===== config.mk =====
export PLATFORM = sky130hd
export DESIGN_NAME = hsl_to_rgb_converter
export DESIGN_NICKNAME = d
export VERILOG_FILES = /design/src/hw/rtl/hsl_pkg.sv /design/src/hw/rtl/hsl_sector.sv /design/src/hw/rtl/hsl_chan.sv /design/src/hw/rtl/hsl_to_rgb_converter.sv
export SDC_FILE = /design/constraint.sdc
export NUM_CORES = 2
export LEC_CHECK = 0
export BUFFER_PORTS_ARGS = -buffer_cell sky130_fd_sc_hd__clkbuf_2
export CORE_ASPECT_RATIO = 1.5
export CORE_MARGIN = 2
export CORE_UTILIZATION = 55
export DETAILED_ROUTE_END_ITERATION = 6
export GPL_TIMING_DRIVEN = 0
export MAX_ROUTING_LAYER = met4
export PLACE_DENSITY = 0.79
export SETUP_SLACK_MARGIN = 0.02
export SKIP_CTS_REPAIR_TIMING = 1
export SYNTH_ARGS = -nofsm -noshare
export SYNTH_HDL_FRONTEND = slang
export SYNTH_SLANG_ARGS = --single-unit

===== constraint.sdc =====
create_clock -name clk -period 12.1 [get_ports clk]
set_input_delay 2.42 -clock clk [delete_from_list [all_inputs] [get_ports clk]]
set_output_delay 2.42 -clock clk [all_outputs]
set_load 0.03 [all_outputs]

===== src/hw/rtl/hsl_pkg.sv =====
// shared constants, types and pipeline control struct for the hsl to rgb converter
// no dependencies
package hsl_pkg;

  // field widths
  localparam int HUE_FRAC_BITS = 4;
  localparam int HUE_W         = 13;
  localparam int FRAC_W        = 8;
  localparam int CH_W          = 8;

  // one hue sector (60 degrees) in hue units
  localparam int SECTOR        = 60 << HUE_FRAC_BITS;
  localparam int POS_W         = $clog2(2 * SECTOR);
  localparam int XN_W          = $clog2(SECTOR + 1);
  localparam int FRAC_ONE      = 255;

  // hue / SECTOR by reciprocal, one correction step afterwards
  localparam int HUE_RSHIFT    = 20;
  localparam int HUE_PROD_W    = 24;
  localparam int HUE_Q_W       = 4;
  localparam logic [10:0] HUE_RECIP = 11'((1 << HUE_RSHIFT) / SECTOR);

  // chroma numerator, weight and product widths
  localparam int CN_W          = 16;
  localparam int T_W           = 11;
  localparam int P_W           = 28;

  // channel offset from lightness is floor(P / (2 * FRAC_ONE * SECTOR))
  localparam int DIV_FULL      = 2 * FRAC_ONE * SECTOR;
  localparam int DIV_SHIFT     = 7;
  localparam int DIV_ODD       = DIV_FULL >> DIV_SHIFT;
  localparam int DIV_BIAS      = 128;
  localparam int DIV_BIAS_ADD  = DIV_BIAS * DIV_ODD;
  localparam int PP_W          = 20;
  localparam int DIV_RSHIFT    = 32;
  localparam int DIV_PROD_W    = 41;
  localparam logic [20:0] DIV_RECIP = 21'((64'd1 << DIV_RSHIFT) / DIV_ODD);
  localparam int DQ_W          = 8;
  localparam int DR_W          = 13;

  localparam int NSTAGES       = 8;

  // stage enables and stage valids, shared by every datapath module
  typedef struct packed {
    logic [NSTAGES-1:0] en;
    logic [NSTAGES-1:0] vld;
  } hsl_ctl_t;

  // hand-over from the hue decode to the channel lanes
  typedef struct packed {
    logic [CN_W-1:0]       cn;
    logic [FRAC_W-1:0]     light;
    logic signed [T_W-1:0] t_r;
    logic signed [T_W-1:0] t_g;
    logic signed [T_W-1:0] t_b;
  } hsl_mid_t;

endpackage


===== src/hw/rtl/hsl_sector.sv =====
// hue decode and chroma: stages 0 to 2 of the converter pipeline
// depends on hsl_pkg
module hsl_sector (
  input  logic                         clk,
  input  hsl_pkg::hsl_ctl_t            ctl,
  input  logic [hsl_pkg::HUE_W-1:0]    hue,
  input  logic [hsl_pkg::FRAC_W-1:0]   sat,
  input  logic [hsl_pkg::FRAC_W-1:0]   light,
  output hsl_pkg::hsl_mid_t            mid
);
  import hsl_pkg::*;

  typedef enum logic [2:0] {
    SEC_RY, SEC_YG, SEC_GC, SEC_CB, SEC_BM, SEC_MR
  } hsl_sector_t;

  // stage 0
  logic [HUE_PROD_W-1:0] a_hprod_r, a_hprod_nxt;
  logic [HUE_W-1:0]      a_hue_r;
  logic [CN_W-1:0]       a_cn_r, a_cn_nxt;
  logic [FRAC_W-1:0]     a_l_r;
  logic [FRAC_W:0]       two_l;
  logic [FRAC_W:0]       l_dev;
  logic [FRAC_W-1:0]     cw;

  // stage 1
  logic [HUE_Q_W-1:0]    b_q_r, b_q_nxt;
  logic [POS_W-1:0]      b_r0_r, b_r0_nxt;
  logic [CN_W-1:0]       b_cn_r;
  logic [FRAC_W-1:0]     b_l_r;

  // stage 2
  hsl_mid_t              c_mid_r, c_mid_nxt;
  logic [HUE_Q_W-1:0]    q_fix;
  logic [POS_W-1:0]      r_fix;
  logic [XN_W-1:0]       xn;
  logic signed [T_W-1:0] tx;
  hsl_sector_t           sec;

  always_comb begin
    two_l = {light, 1'b0};
    // |2l - 255|
    if (light[FRAC_W-1]) begin
      l_dev = two_l - (FRAC_W+1)'(FRAC_ONE);
    end else begin
      l_dev = (FRAC_W+1)'(FRAC_ONE) - two_l;
    end
    cw          = FRAC_W'(FRAC_ONE) - l_dev[FRAC_W-1:0];
    a_cn_nxt    = CN_W'(cw) * CN_W'(sat);
    a_hprod_nxt = HUE_PROD_W'(hue) * HUE_PROD_W'(HUE_RECIP);
  end

  always_comb begin
    b_q_nxt  = a_hprod_r[HUE_RSHIFT +: HUE_Q_W];
    b_r0_nxt = POS_W'(a_hue_r - HUE_W'(b_q_nxt) * HUE_W'(SECTOR));
  end

  always_comb begin
    if (b_r0_r >= POS_W'(SECTOR)) begin
      q_fix = b_q_r + HUE_Q_W'(1);
      r_fix = b_r0_r - POS_W'(SECTOR);
    end else begin
      q_fix = b_q_r;
      r_fix = b_r0_r;
    end
    // rising or falling half of the double sector
    if (q_fix[0]) begin
      xn = XN_W'(SECTOR) - XN_W'(r_fix);
    end else begin
      xn = XN_W'(r_fix);
    end
    tx = T_W'({xn, 1'b0}) - T_W'(SECTOR);
    // hue of 360 degrees or more stays in the last sector
    if (q_fix > HUE_Q_W'(SEC_MR)) begin
      sec = SEC_MR;
    end else begin
      sec = hsl_sector_t'(q_fix[2:0]);
    end
    c_mid_nxt.cn    = b_cn_r;
    c_mid_nxt.light = b_l_r;
    unique case (sec)
      SEC_RY: begin
        c_mid_nxt.t_r = T_W'(SECTOR);  c_mid_nxt.t_g = tx;  c_mid_nxt.t_b = -T_W'(SECTOR);
      end
      SEC_YG: begin
        c_mid_nxt.t_r = tx;  c_mid_nxt.t_g = T_W'(SECTOR);  c_mid_nxt.t_b = -T_W'(SECTOR);
      end
      SEC_GC: begin
        c_mid_nxt.t_r = -T_W'(SECTOR);  c_mid_nxt.t_g = T_W'(SECTOR);  c_mid_nxt.t_b = tx;
      end
      SEC_CB: begin
        c_mid_nxt.t_r = -T_W'(SECTOR);  c_mid_nxt.t_g = tx;  c_mid_nxt.t_b = T_W'(SECTOR);
      end
      SEC_BM: begin
        c_mid_nxt.t_r = tx;  c_mid_nxt.t_g = -T_W'(SECTOR);  c_mid_nxt.t_b = T_W'(SECTOR);
      end
      default: begin
        c_mid_nxt.t_r = T_W'(SECTOR);  c_mid_nxt.t_g = -T_W'(SECTOR);  c_mid_nxt.t_b = tx;
      end
    endcase
  end

  always_ff @(posedge clk) begin
    if (ctl.en[0]) begin
      a_hprod_r <= a_hprod_nxt;
      a_hue_r   <= hue;
      a_cn_r    <= a_cn_nxt;
      a_l_r     <= light;
    end
    if (ctl.en[1]) begin
      b_q_r  <= b_q_nxt;
      b_r0_r <= b_r0_nxt;
      b_cn_r <= a_cn_r;
      b_l_r  <= a_l_r;
    end
    if (ctl.en[2]) begin
      c_mid_r <= c_mid_nxt;
    end
  end

  assign mid = c_mid_r;

`ifndef SYNTHESIS
  // reciprocal estimate never overshoots the true sector
  a_hue_sector_est: assert property (@(posedge clk)
    ctl.vld[0] |-> (HUE_W'(a_hprod_r[HUE_RSHIFT +: HUE_Q_W]) * HUE_W'(SECTOR)) <= a_hue_r)
    else $error("hue sector estimate too large");
  // and undershoots by at most one sector
  a_hue_rem_range: assert property (@(posedge clk)
    ctl.vld[1] |-> b_r0_r < POS_W'(2 * SECTOR))
    else $error("hue remainder out of range");
`endif

endmodule


===== src/hw/rtl/hsl_chan.sv =====
// one colour channel lane: weight multiply, scaling division and clamp, stages 3 to 7
// depends on hsl_pkg
module hsl_chan (
  input  logic                            clk,
  input  hsl_pkg::hsl_ctl_t               ctl,
  input  logic [hsl_pkg::CN_W-1:0]        cn,
  input  logic [hsl_pkg::FRAC_W-1:0]      light,
  input  logic signed [hsl_pkg::T_W-1:0]  t,
  output logic [hsl_pkg::CH_W-1:0]        chan
);
  import hsl_pkg::*;

  logic signed [P_W-1:0]  cn_ext, t_ext;
  logic signed [P_W-1:0]  d_p_r, d_p_nxt;
  logic [FRAC_W-1:0]      d_l_r;
  logic signed [P_W-1:0]  p_bias;
  logic [PP_W-1:0]        e_pp_r;
  logic [FRAC_W-1:0]      e_l_r;
  logic [DIV_PROD_W-1:0]  f_prod_r, f_prod_nxt;
  logic [PP_W-1:0]        f_pp_r;
  logic [FRAC_W-1:0]      f_l_r;
  logic [DQ_W-1:0]        g_q_r, g_q_nxt;
  logic [DR_W-1:0]        g_r_r, g_r_nxt;
  logic [FRAC_W-1:0]      g_l_r;
  logic [DQ_W:0]          q_fix;
  logic signed [FRAC_W+2:0] sum;
  logic [CH_W-1:0]        chan_r, chan_nxt;

  always_comb begin
    cn_ext  = P_W'({1'b0, cn});
    t_ext   = P_W'(t);
    d_p_nxt = cn_ext * t_ext;
  end

  // floor division: arithmetic shift, then biased unsigned divide by the odd part
  assign p_bias = (d_p_r >>> DIV_SHIFT) + P_W'(DIV_BIAS_ADD);

  assign f_prod_nxt = DIV_PROD_W'(e_pp_r) * DIV_PROD_W'(DIV_RECIP);

  always_comb begin
    g_q_nxt = f_prod_r[DIV_RSHIFT +: DQ_W];
    g_r_nxt = DR_W'(f_pp_r - PP_W'(g_q_nxt) * PP_W'(DIV_ODD));
  end

  always_comb begin
    if (g_r_r >= DR_W'(DIV_ODD)) begin
      q_fix = {1'b0, g_q_r} + (DQ_W+1)'(1);
    end else begin
      q_fix = {1'b0, g_q_r};
    end
    sum = (FRAC_W+3)'(g_l_r) + (FRAC_W+3)'(q_fix) - (FRAC_W+3)'(DIV_BIAS);
    if (sum < 0) begin
      chan_nxt = '0;
    end else if (sum > (FRAC_W+3)'((1 << CH_W) - 1)) begin
      chan_nxt = '1;
    end else begin
      chan_nxt = sum[CH_W-1:0];
    end
  end

  always_ff @(posedge clk) begin
    if (ctl.en[3]) begin
      d_p_r <= d_p_nxt;
      d_l_r <= light;
    end
    if (ctl.en[4]) begin
      e_pp_r <= p_bias[PP_W-1:0];
      e_l_r  <= d_l_r;
    end
    if (ctl.en[5]) begin
      f_prod_r <= f_prod_nxt;
      f_pp_r   <= e_pp_r;
      f_l_r    <= e_l_r;
    end
    if (ctl.en[6]) begin
      g_q_r <= g_q_nxt;
      g_r_r <= g_r_nxt;
      g_l_r <= f_l_r;
    end
    if (ctl.en[7]) begin
      chan_r <= chan_nxt;
    end
  end

  assign chan = chan_r;

`ifndef SYNTHESIS
  // reciprocal quotient is short by at most one
  a_div_rem_range: assert property (@(posedge clk)
    ctl.vld[6] |-> g_r_r < DR_W'(2 * DIV_ODD))
    else $error("channel remainder out of range");
`endif

endmodule


===== src/hw/rtl/hsl_to_rgb_converter.sv =====
// top level of the hsl to rgb converter: handshake, stage valids and three channel lanes
// depends on hsl_pkg, hsl_sector and hsl_chan
//
// Converts one HSL colour per transfer into an 8-bit RGB triple. Hue is in 1/16 degree
// (0 to 8191, values of 360 degrees and above map into the magenta-to-red sector),
// saturation and lightness are 8-bit fractions with 255 meaning one. Every channel is
// the exact rational result truncated toward zero and clamped to 0..255. The datapath
// is an eight-stage pipeline: three stages decode the hue sector and chroma, then
// three identical lanes multiply, divide by a constant through a reciprocal and clamp;
// each stage carries at most one multiplier on any one path. One colour is taken every
// clock cycle while the output side keeps up. Every stage has its own valid bit and
// advances whenever the stage after it is empty or moving, so a stalled output only
// holds back as many items as are queued behind it and empty stages still fill. There
// are no configuration registers and no state beyond the pipeline.
module hsl_to_rgb_converter (
  input  logic                          clk,
  input  logic                          rst_n,
  input  logic                          in_valid,
  output logic                          in_ready,
  input  logic [hsl_pkg::HUE_W-1:0]     in_hue,
  input  logic [hsl_pkg::FRAC_W-1:0]    in_saturation,
  input  logic [hsl_pkg::FRAC_W-1:0]    in_lightness,
  output logic                          out_valid,
  input  logic                          out_ready,
  output logic [hsl_pkg::CH_W-1:0]      out_red,
  output logic [hsl_pkg::CH_W-1:0]      out_green,
  output logic [hsl_pkg::CH_W-1:0]      out_blue
);
  import hsl_pkg::*;

  logic [NSTAGES-1:0] v_r, v_nxt;
  logic [NSTAGES-1:0] en;
  hsl_ctl_t           ctl;
  hsl_mid_t           mid;

  // a stage may load when it is empty or its contents move on
  always_comb begin
    en[NSTAGES-1] = !v_r[NSTAGES-1] || out_ready;
    for (int i = NSTAGES - 2; i >= 0; i--) begin
      en[i] = !v_r[i] || en[i+1];
    end
  end

  always_comb begin
    v_nxt = v_r;
    if (en[0]) begin
      v_nxt[0] = in_valid;
    end
    for (int i = 1; i < NSTAGES; i++) begin
      if (en[i]) begin
        v_nxt[i] = v_r[i-1];
      end
    end
  end

  always_ff @(posedge clk) begin
    if (!rst_n) begin
      v_r <= '0;
    end else begin
      v_r <= v_nxt;
    end
  end

  assign ctl.en  = en;
  assign ctl.vld = v_r;

  assign in_ready  = en[0];
  assign out_valid = v_r[NSTAGES-1];

  // sector decode and chroma
  hsl_sector u_sector (
    .clk   (clk),
    .ctl   (ctl),
    .hue   (in_hue),
    .sat   (in_saturation),
    .light (in_lightness),
    .mid   (mid)
  );

  // one lane per output channel
  hsl_chan u_chan_r (
    .clk   (clk),
    .ctl   (ctl),
    .cn    (mid.cn),
    .light (mid.light),
    .t     (mid.t_r),
    .chan  (out_red)
  );

  hsl_chan u_chan_g (
    .clk   (clk),
    .ctl   (ctl),
    .cn    (mid.cn),
    .light (mid.light),
    .t     (mid.t_g),
    .chan  (out_green)
  );

  hsl_chan u_chan_b (
    .clk   (clk),
    .ctl   (ctl),
    .cn    (mid.cn),
    .light (mid.light),
    .t     (mid.t_b),
    .chan  (out_blue)
  );

`ifndef SYNTHESIS
  // input is only refused when every stage is occupied
  a_full_when_blocked: assert property (@(posedge clk) disable iff (!rst_n)
    !in_ready |-> (&v_r))
    else $error("input refused with an empty stage");
  // the last internal stage moves into the output register when it is being drained
  a_last_stage_moves: assert property (@(posedge clk) disable iff (!rst_n)
    (v_r[NSTAGES-2] && out_ready) |=> out_valid)
    else $error("item lost before the output register");
`endif

endmodule

==> Word level (Yosys, flattened, before mapping) <==
Index checks and enable logic that the tools add are counted.
{ "totals": {"ff_bits": 580, "inputBits": 33, "output_inout_bits": 26, "word_cells": 125} }
{ "classes": {"add_sub_neg": 23, "multipliers": 12, "n_lt_le_gt_ge": 11, "n_eq_ne": 4, "n_mux": 12, "n_reduce_logical": 17} }
{ "op_table": {"columns": ["op", "count"], "rows": [
  ["33-bit one-hot mux with 5 select lines", 1],
  ["20-bit by 21-bit multiplier with 40-bit output (second input constant)", 3],
  ["17-bit by 11-bit multiplier with 27-bit output", 3],
  ["20-bit adder (second input constant)", 3],
  ["13-bit by 12-bit >= comparator with 1-bit output (second input constant)", 3],
  ["8-bit by 12-bit multiplier with 13-bit output (second input constant)", 3],
  ["13-bit subtractor", 3],
  ["11-bit by 9-bit > comparator with 1-bit output (second input constant)", 3],
  ["11-bit by 1-bit less-than comparator with 1-bit output (second input constant)", 3],
  ["10-bit by 8-bit subtractor with 11-bit output (second input constant)", 3],
  ["8-bit 2-to-1 mux", 4],
  ["8-bit by 9-bit adder with 10-bit output", 3],
  ["8-bit by 1-bit adder with 9-bit output (second input constant)", 3],
  ["9-bit 2-to-1 mux", 3],
  ["13-bit by 9-bit multiplier with 22-bit output (second input constant)", 1],
  ["10-bit 2-to-1 mux", 2],
  ["8-bit by 8-bit multiplier with 16-bit output", 1],
  ["8-bit subtractor (first input constant)", 2],
  ["11-bit by 10-bit >= comparator with 1-bit output (second input constant)", 1],
  ["11-bit by 10-bit subtractor with 11-bit output (second input constant)", 1],
  ["11-bit subtractor", 1],
  ["10-bit subtractor (first input constant)", 1],
  ["10-bit subtractor (second input constant)", 1],
  ["1-bit zero test", 8],
  ["other kinds (11)", 19]
]} }

==> Logic depth before layout (Yosys ltp) <==
{ "depth": {"word_depth": 9, "ltp_mapped": 23, "mapped_depth_nobuf": 23} }

==> Cells and area by module <==
From an unflattened synthesis, not the netlist that was laid out.
{ "hier_totals": {"hier_cells": 5406, "area_unflattened_um2": 58917.8} }
{ "by_module_without_submodules": {"columns": ["mod", "n_inst", "cells_per_inst", "area_per_inst_um2", "seq_area_each_um2"], "rows": [
  ["hsl_chan at u_chan_b", 1, 1583, 16876.2, 3663.5],
  ["hsl_chan at u_chan_g", 1, 1570, 16858.7, 3663.5],
  ["hsl_chan at u_chan_r", 1, 1563, 16796.1, 3663.5],
  ["hsl_sector", 1, 654, 8057.7, 3873.7],
  ["hsl_to_rgb_converter", 1, 36, 329.1, 160.2]
]} }

==> Worst setup path after synthesis <==
No wires, ideal clock.
{ "synth_path": {"path_kind": "input -> register", "startpoint": "input port in_lightness[7] in the netlist's numbering", "endpoint": "register u_sector.a_cn_r[14], data pin", "setup_time_ns": 0.260, "t_arrival_ns": 6.731, "slack_ns": 5.109, "path_stages": 19, "path_buffers": 1, "cell_sequence": "clkbuf_1 xor2_1 and2_1 fa_1 inv_1 fa_1 inv_1 fa_1 inv_1 fa_1 inv_1 ha_1 a21boi_0 o21ai_0 a21boi_0 o21ai_0 a21boi_0 mux2i_1 nand2_1"} }
{ "synth_between": {"elab_chain_cells": 3} }
{ "synth_rtl": {"columns": ["element", "line", "text"], "rows": [
  ["start: declaration", "hsl_to_rgb_converter.sv:22", "input logic [hsl_pkg::FRAC_W-1:0] in_lightness,"],
  ["8-bit 2-to-1 mux", "hsl_sector.sv:43", "if (light[FRAC_W-1]) begin"],
  ["8-bit subtractor", "hsl_sector.sv:48", "cw = FRAC_W'(FRAC_ONE) - l_dev[FRAC_W-1:0];"],
  ["8-bit by 8-bit multiplier with 16-bit output", "hsl_sector.sv:49", "a_cn_nxt = CN_W'(cw) * CN_W'(sat);"],
  ["net u_sector.a_cn_nxt[14]", "hsl_sector.sv:20", "logic [CN_W-1:0] a_cn_r, a_cn_nxt;"],
  ["end signal: assignment", "hsl_sector.sv:107", "a_cn_r <= a_cn_nxt;"],
  ["end: declaration", "hsl_sector.sv:20", null]
]} }
The timed path passes the listed nets, and every way through them passes these cells.
A chain may end at the register's enable or synchronous reset.

==> Worst setup path after layout <==
{ "layout_path": {"startpoint": "input port out_ready", "endpoint": "output port in_ready"} }
{ "layout_between": {"elab_chain_cells": 8} }
{ "layout_rtl": {"columns": ["element", "line", "text"], "rows": [
  ["start: declaration", "hsl_to_rgb_converter.sv:24", "input logic out_ready,"],
  ["1-bit logical OR", "hsl_to_rgb_converter.sv:38", "en[NSTAGES-1] = !v_r[NSTAGES-1] || out_ready;"],
  ["1-bit logical OR (7 in series)", "hsl_to_rgb_converter.sv:40", "en[i] = !v_r[i] || en[i+1];"],
  ["end: declaration", "hsl_to_rgb_converter.sv:19", "output logic in_ready,"]
]} }
Every way passes these cells.

==> results.py <==
metrics = {
    "route": {
        "drtIter0Drc": 1254,
        "drtAntennaViolNets": 0,
        "vias_per_cell": 5.386,
        "totalWireLength_um": 108500,
        "dr_total_vias": 34060,
        "wl_per_cell_um": 17.16,
        "drc_errors": 0,
        "dr.pass1.iters": 5,
    },
    "placed_design": {
        "place_hpwl_um": 89760,
        "port_buffers": 58,
        "gp_congestion": 0.9768,
        "pre_cts_slack_ns": 4.464,
        "post_dp_cell_area_um2": 55280,
    },
    "worst_setup_path": {
        "cp-end-kind": "primary output",
        "crit_required_ns": 9.68,
        "r2r_setup_slack_ns": 5.31,
        "arrival_ns": 5.14,
        "r2r.worst_path.cells": 20,
        "crit_path_start_kind": "input port",
        "cp_max_fo": 39,
        "critPathKind": "input port to primary output",
    },
    "worst_hold_path": {
        "holdPathStages": 0,
        "hp-class": "flip-flop to flip-flop",
    },
    "global_routing": {
        "antenna_found_initial": 0,
        "grt_max_degree": 72,
        "grt_overflow": 0,
        "grt_pass1_vias": 37172,
        "grtUsageTotal_pct": 23.52,
        "grt_pass1_wl_um": 179600,
    },
    "final_layout": {
        "layout.nets": 6740,
        "nFillCells": 7801,
        "drive_gt1_share_pct": 3.422,
        "synthToLayoutAreaGrowth_pct": 6.443,
        "final_area_um2": 56760,
        "diodes": 0,
    },
    "synth": {
        "synthTopCellsByArea": "fa_1 25%, edfxtp_1 24%, ha_1 24%",
        "netlist-cell-type-count": 72,
        "syn_inst": 4912,
        "synth-edff-count": 431,
        "synth_top_area_cell": "fa_1",
        "synthMostInstantiatedCell": "inv_1",
        "syn_area_per_cell_um2": 10.86,
        "ys_warn_count": 0,
        "ys_seq_area_share_pct": 24.57,
        "synthTopCellsByCount": "1099 x inv_1, 1024 x ha_1, 662 x fa_1",
        "post-synth-top-area-fraction_pct": 24.85,
        "ys.flop_type": "edfxtp_1",
        "syn_nets": 6631,
        "synth-async-reset-ratio_pct": 0,
        "synth_area_um2": 53330,
        "synth-seq-cells": 439,
    },
    "run_status": {
        "status": "finished clean",
    },
    "floorplanning": {
        "num_rows": 139,
        "io_pins": 59,
        "initial_core_util_pct": 55.55,
        "die_area_um2": 99520,
        "die_h_um": 385.4,
        "chipWidth_um": 258.2,
        "core_area_um2": 96000,
    },
    "timing": {
        "slew_violations": 0,
        "setup_viol": 0,
        "fin_ws_ns": 4.542,
        "slew_headroom_pct": 20.22,
        "setup_tns_ns": 0,
        "finalClockSkew_ns": 0.03917,
        "rsz0062_at_grt": "false",
        "period_needed_ns": 7.558,
        "hold_violations": 0,
        "fmax_ghz": 0.1323,
        "finalCritPeriodShare_pct": 62.46,
        "worst_pin_slew_ns": 1.197,
    },
    "clocking": {
        "cts_sinks": 439,
        "ctsLongestPathBuffers": 3,
        "cts_tree": "yes",
        "htree_levels": 2,
        "clk_latency_ns": 0.62,
        "root_buffer": "clkbuf_16",
        "cts_made_buffers": 45,
        "clk_pin_slew_ns": 0.07,
    },
    "run": {
        "cap_violations": 0,
    },
}
[stage by stage]
stage	hold slack [ns]	instances	utilization (%)
5_1_grt	0.4199	6324	59.13
2_1_floorplan	0.4003	4912	-
4_1_cts	0.4144	6323	59.11
3_5_place_dp	0.4045	6242	57.59
3_3_place_gp	0.4003	6239	57.50
6_report	0.4135	6324	59.13
[worst max-delay path, stage by stage]
cell      delay, ns
clkbuf_2       0.08
nor2b_1        0.38
and3_1         0.38
and2_1         0.31
and3_1         0.26
and2_1         0.32
nand2_2        0.59
clkbuf_2       0.38
[area by class of cell]
cell class,instances,area [um^2],area share [%]
Clock buffer,52,1152,2.030
Tap cell,1269,1588,2.797
Inverter,1099,4125,7.267
Sequential cell,439,13100,23.08
Buffer,78,296.5,0.5224
Clock inverter,29,307.8,0.5422
Multi-Input combinational cell,3296,35820,63.11
Timing Repair Buffer,62,370.4,0.6525
[flip-flops by register name, summed over array words and instances (netlist names), 11 cells and up]
| register | flops |
|---|---|
| u_sector.b_cn_r | 15 |
| u_chan_r.e_pp_r | 20 |
| u_chan_g.e_pp_r | 20 |
| u_sector.a_hue_r | 11 |
| u_chan_g.g_r_r | 13 |
| u_chan_r.d_p_r | 20 |
| u_chan_b.e_pp_r | 20 |
| u_sector.a_cn_r | 15 |
| u_chan_g.f_pp_r | 13 |
| u_chan_b.g_r_r | 13 |
| u_chan_r.g_r_r | 13 |
| u_chan_r.f_pp_r | 13 |
| u_chan_g.d_p_r | 20 |
| u_chan_b.d_p_r | 20 |
| u_sector.mid | 53 |
| u_sector.b_r0_r | 11 |
| u_chan_b.f_pp_r | 13 |
[cells by family after synthesis]
kind of cell	share of synthesized area, %
AND/OR/NAND/NOR	9.211
multiplexers	0.2346
XOR/XNOR	4.007
AO/OA/AOI/OAI	4.808
buffers and inverters	8.292
adder cells (fa/ha/maj)	48.88
flip-flops	24.57
[worst paths after layout]
path / to / startpoint
setup / recovery: in_ready / out_ready
hold / removal: u_chan_r.e_pp_r[2]$_DFFE_PP_ / u_chan_r.d_p_r[9]$_DFFE_PP_
setup reg to reg: u_chan_b.f_prod_r[38]$_DFFE_PP_ / u_chan_b.e_pp_r[7]$_DFFE_PP_
hold reg to reg: u_chan_r.e_pp_r[2]$_DFFE_PP_ / u_chan_r.d_p_r[9]$_DFFE_PP_
[cells in the final DEF (no fill, tap or decap), drive strengths merged, types with 5 or more instances in the layout]
cell type	instances
ha	1024
a31oi	12
o211ai	5
clkinv	15
a41oi	5
buf	6
nand3	47
nand2b	49
nor2	148
o21ai	73
dfxtp	8
or3	5
o21a	59
nor4	14
xnor2	164
and3	15
mux2i	8
nor3	42
a21o	39
fa	662
a21oi	94
edfxtp	431
or2	14
nor2b	48
a2111oi	5
and2	245
clkbuf	186
o31ai	8
a211oi	15
o21bai	12
nand4	24
nand2	294
inv	1105
xor2	80
a21boi	18
and4	7
[metal layers]
metal | track usage, % | up-vias | wire [um]
met1 | 24.09 | 16868 | 39220
li1 | - | 16075 | -
met3 | 2.400 | 382 | 3928
met2 | 43.67 | 735 | 58070
met4 | 13.19 | 0 | 7267
met5 | - | - | 0
Power is left out: the tool's default activity adds up to more than one toggle a clock period on the data nets, which glitch-free logic cannot reach.
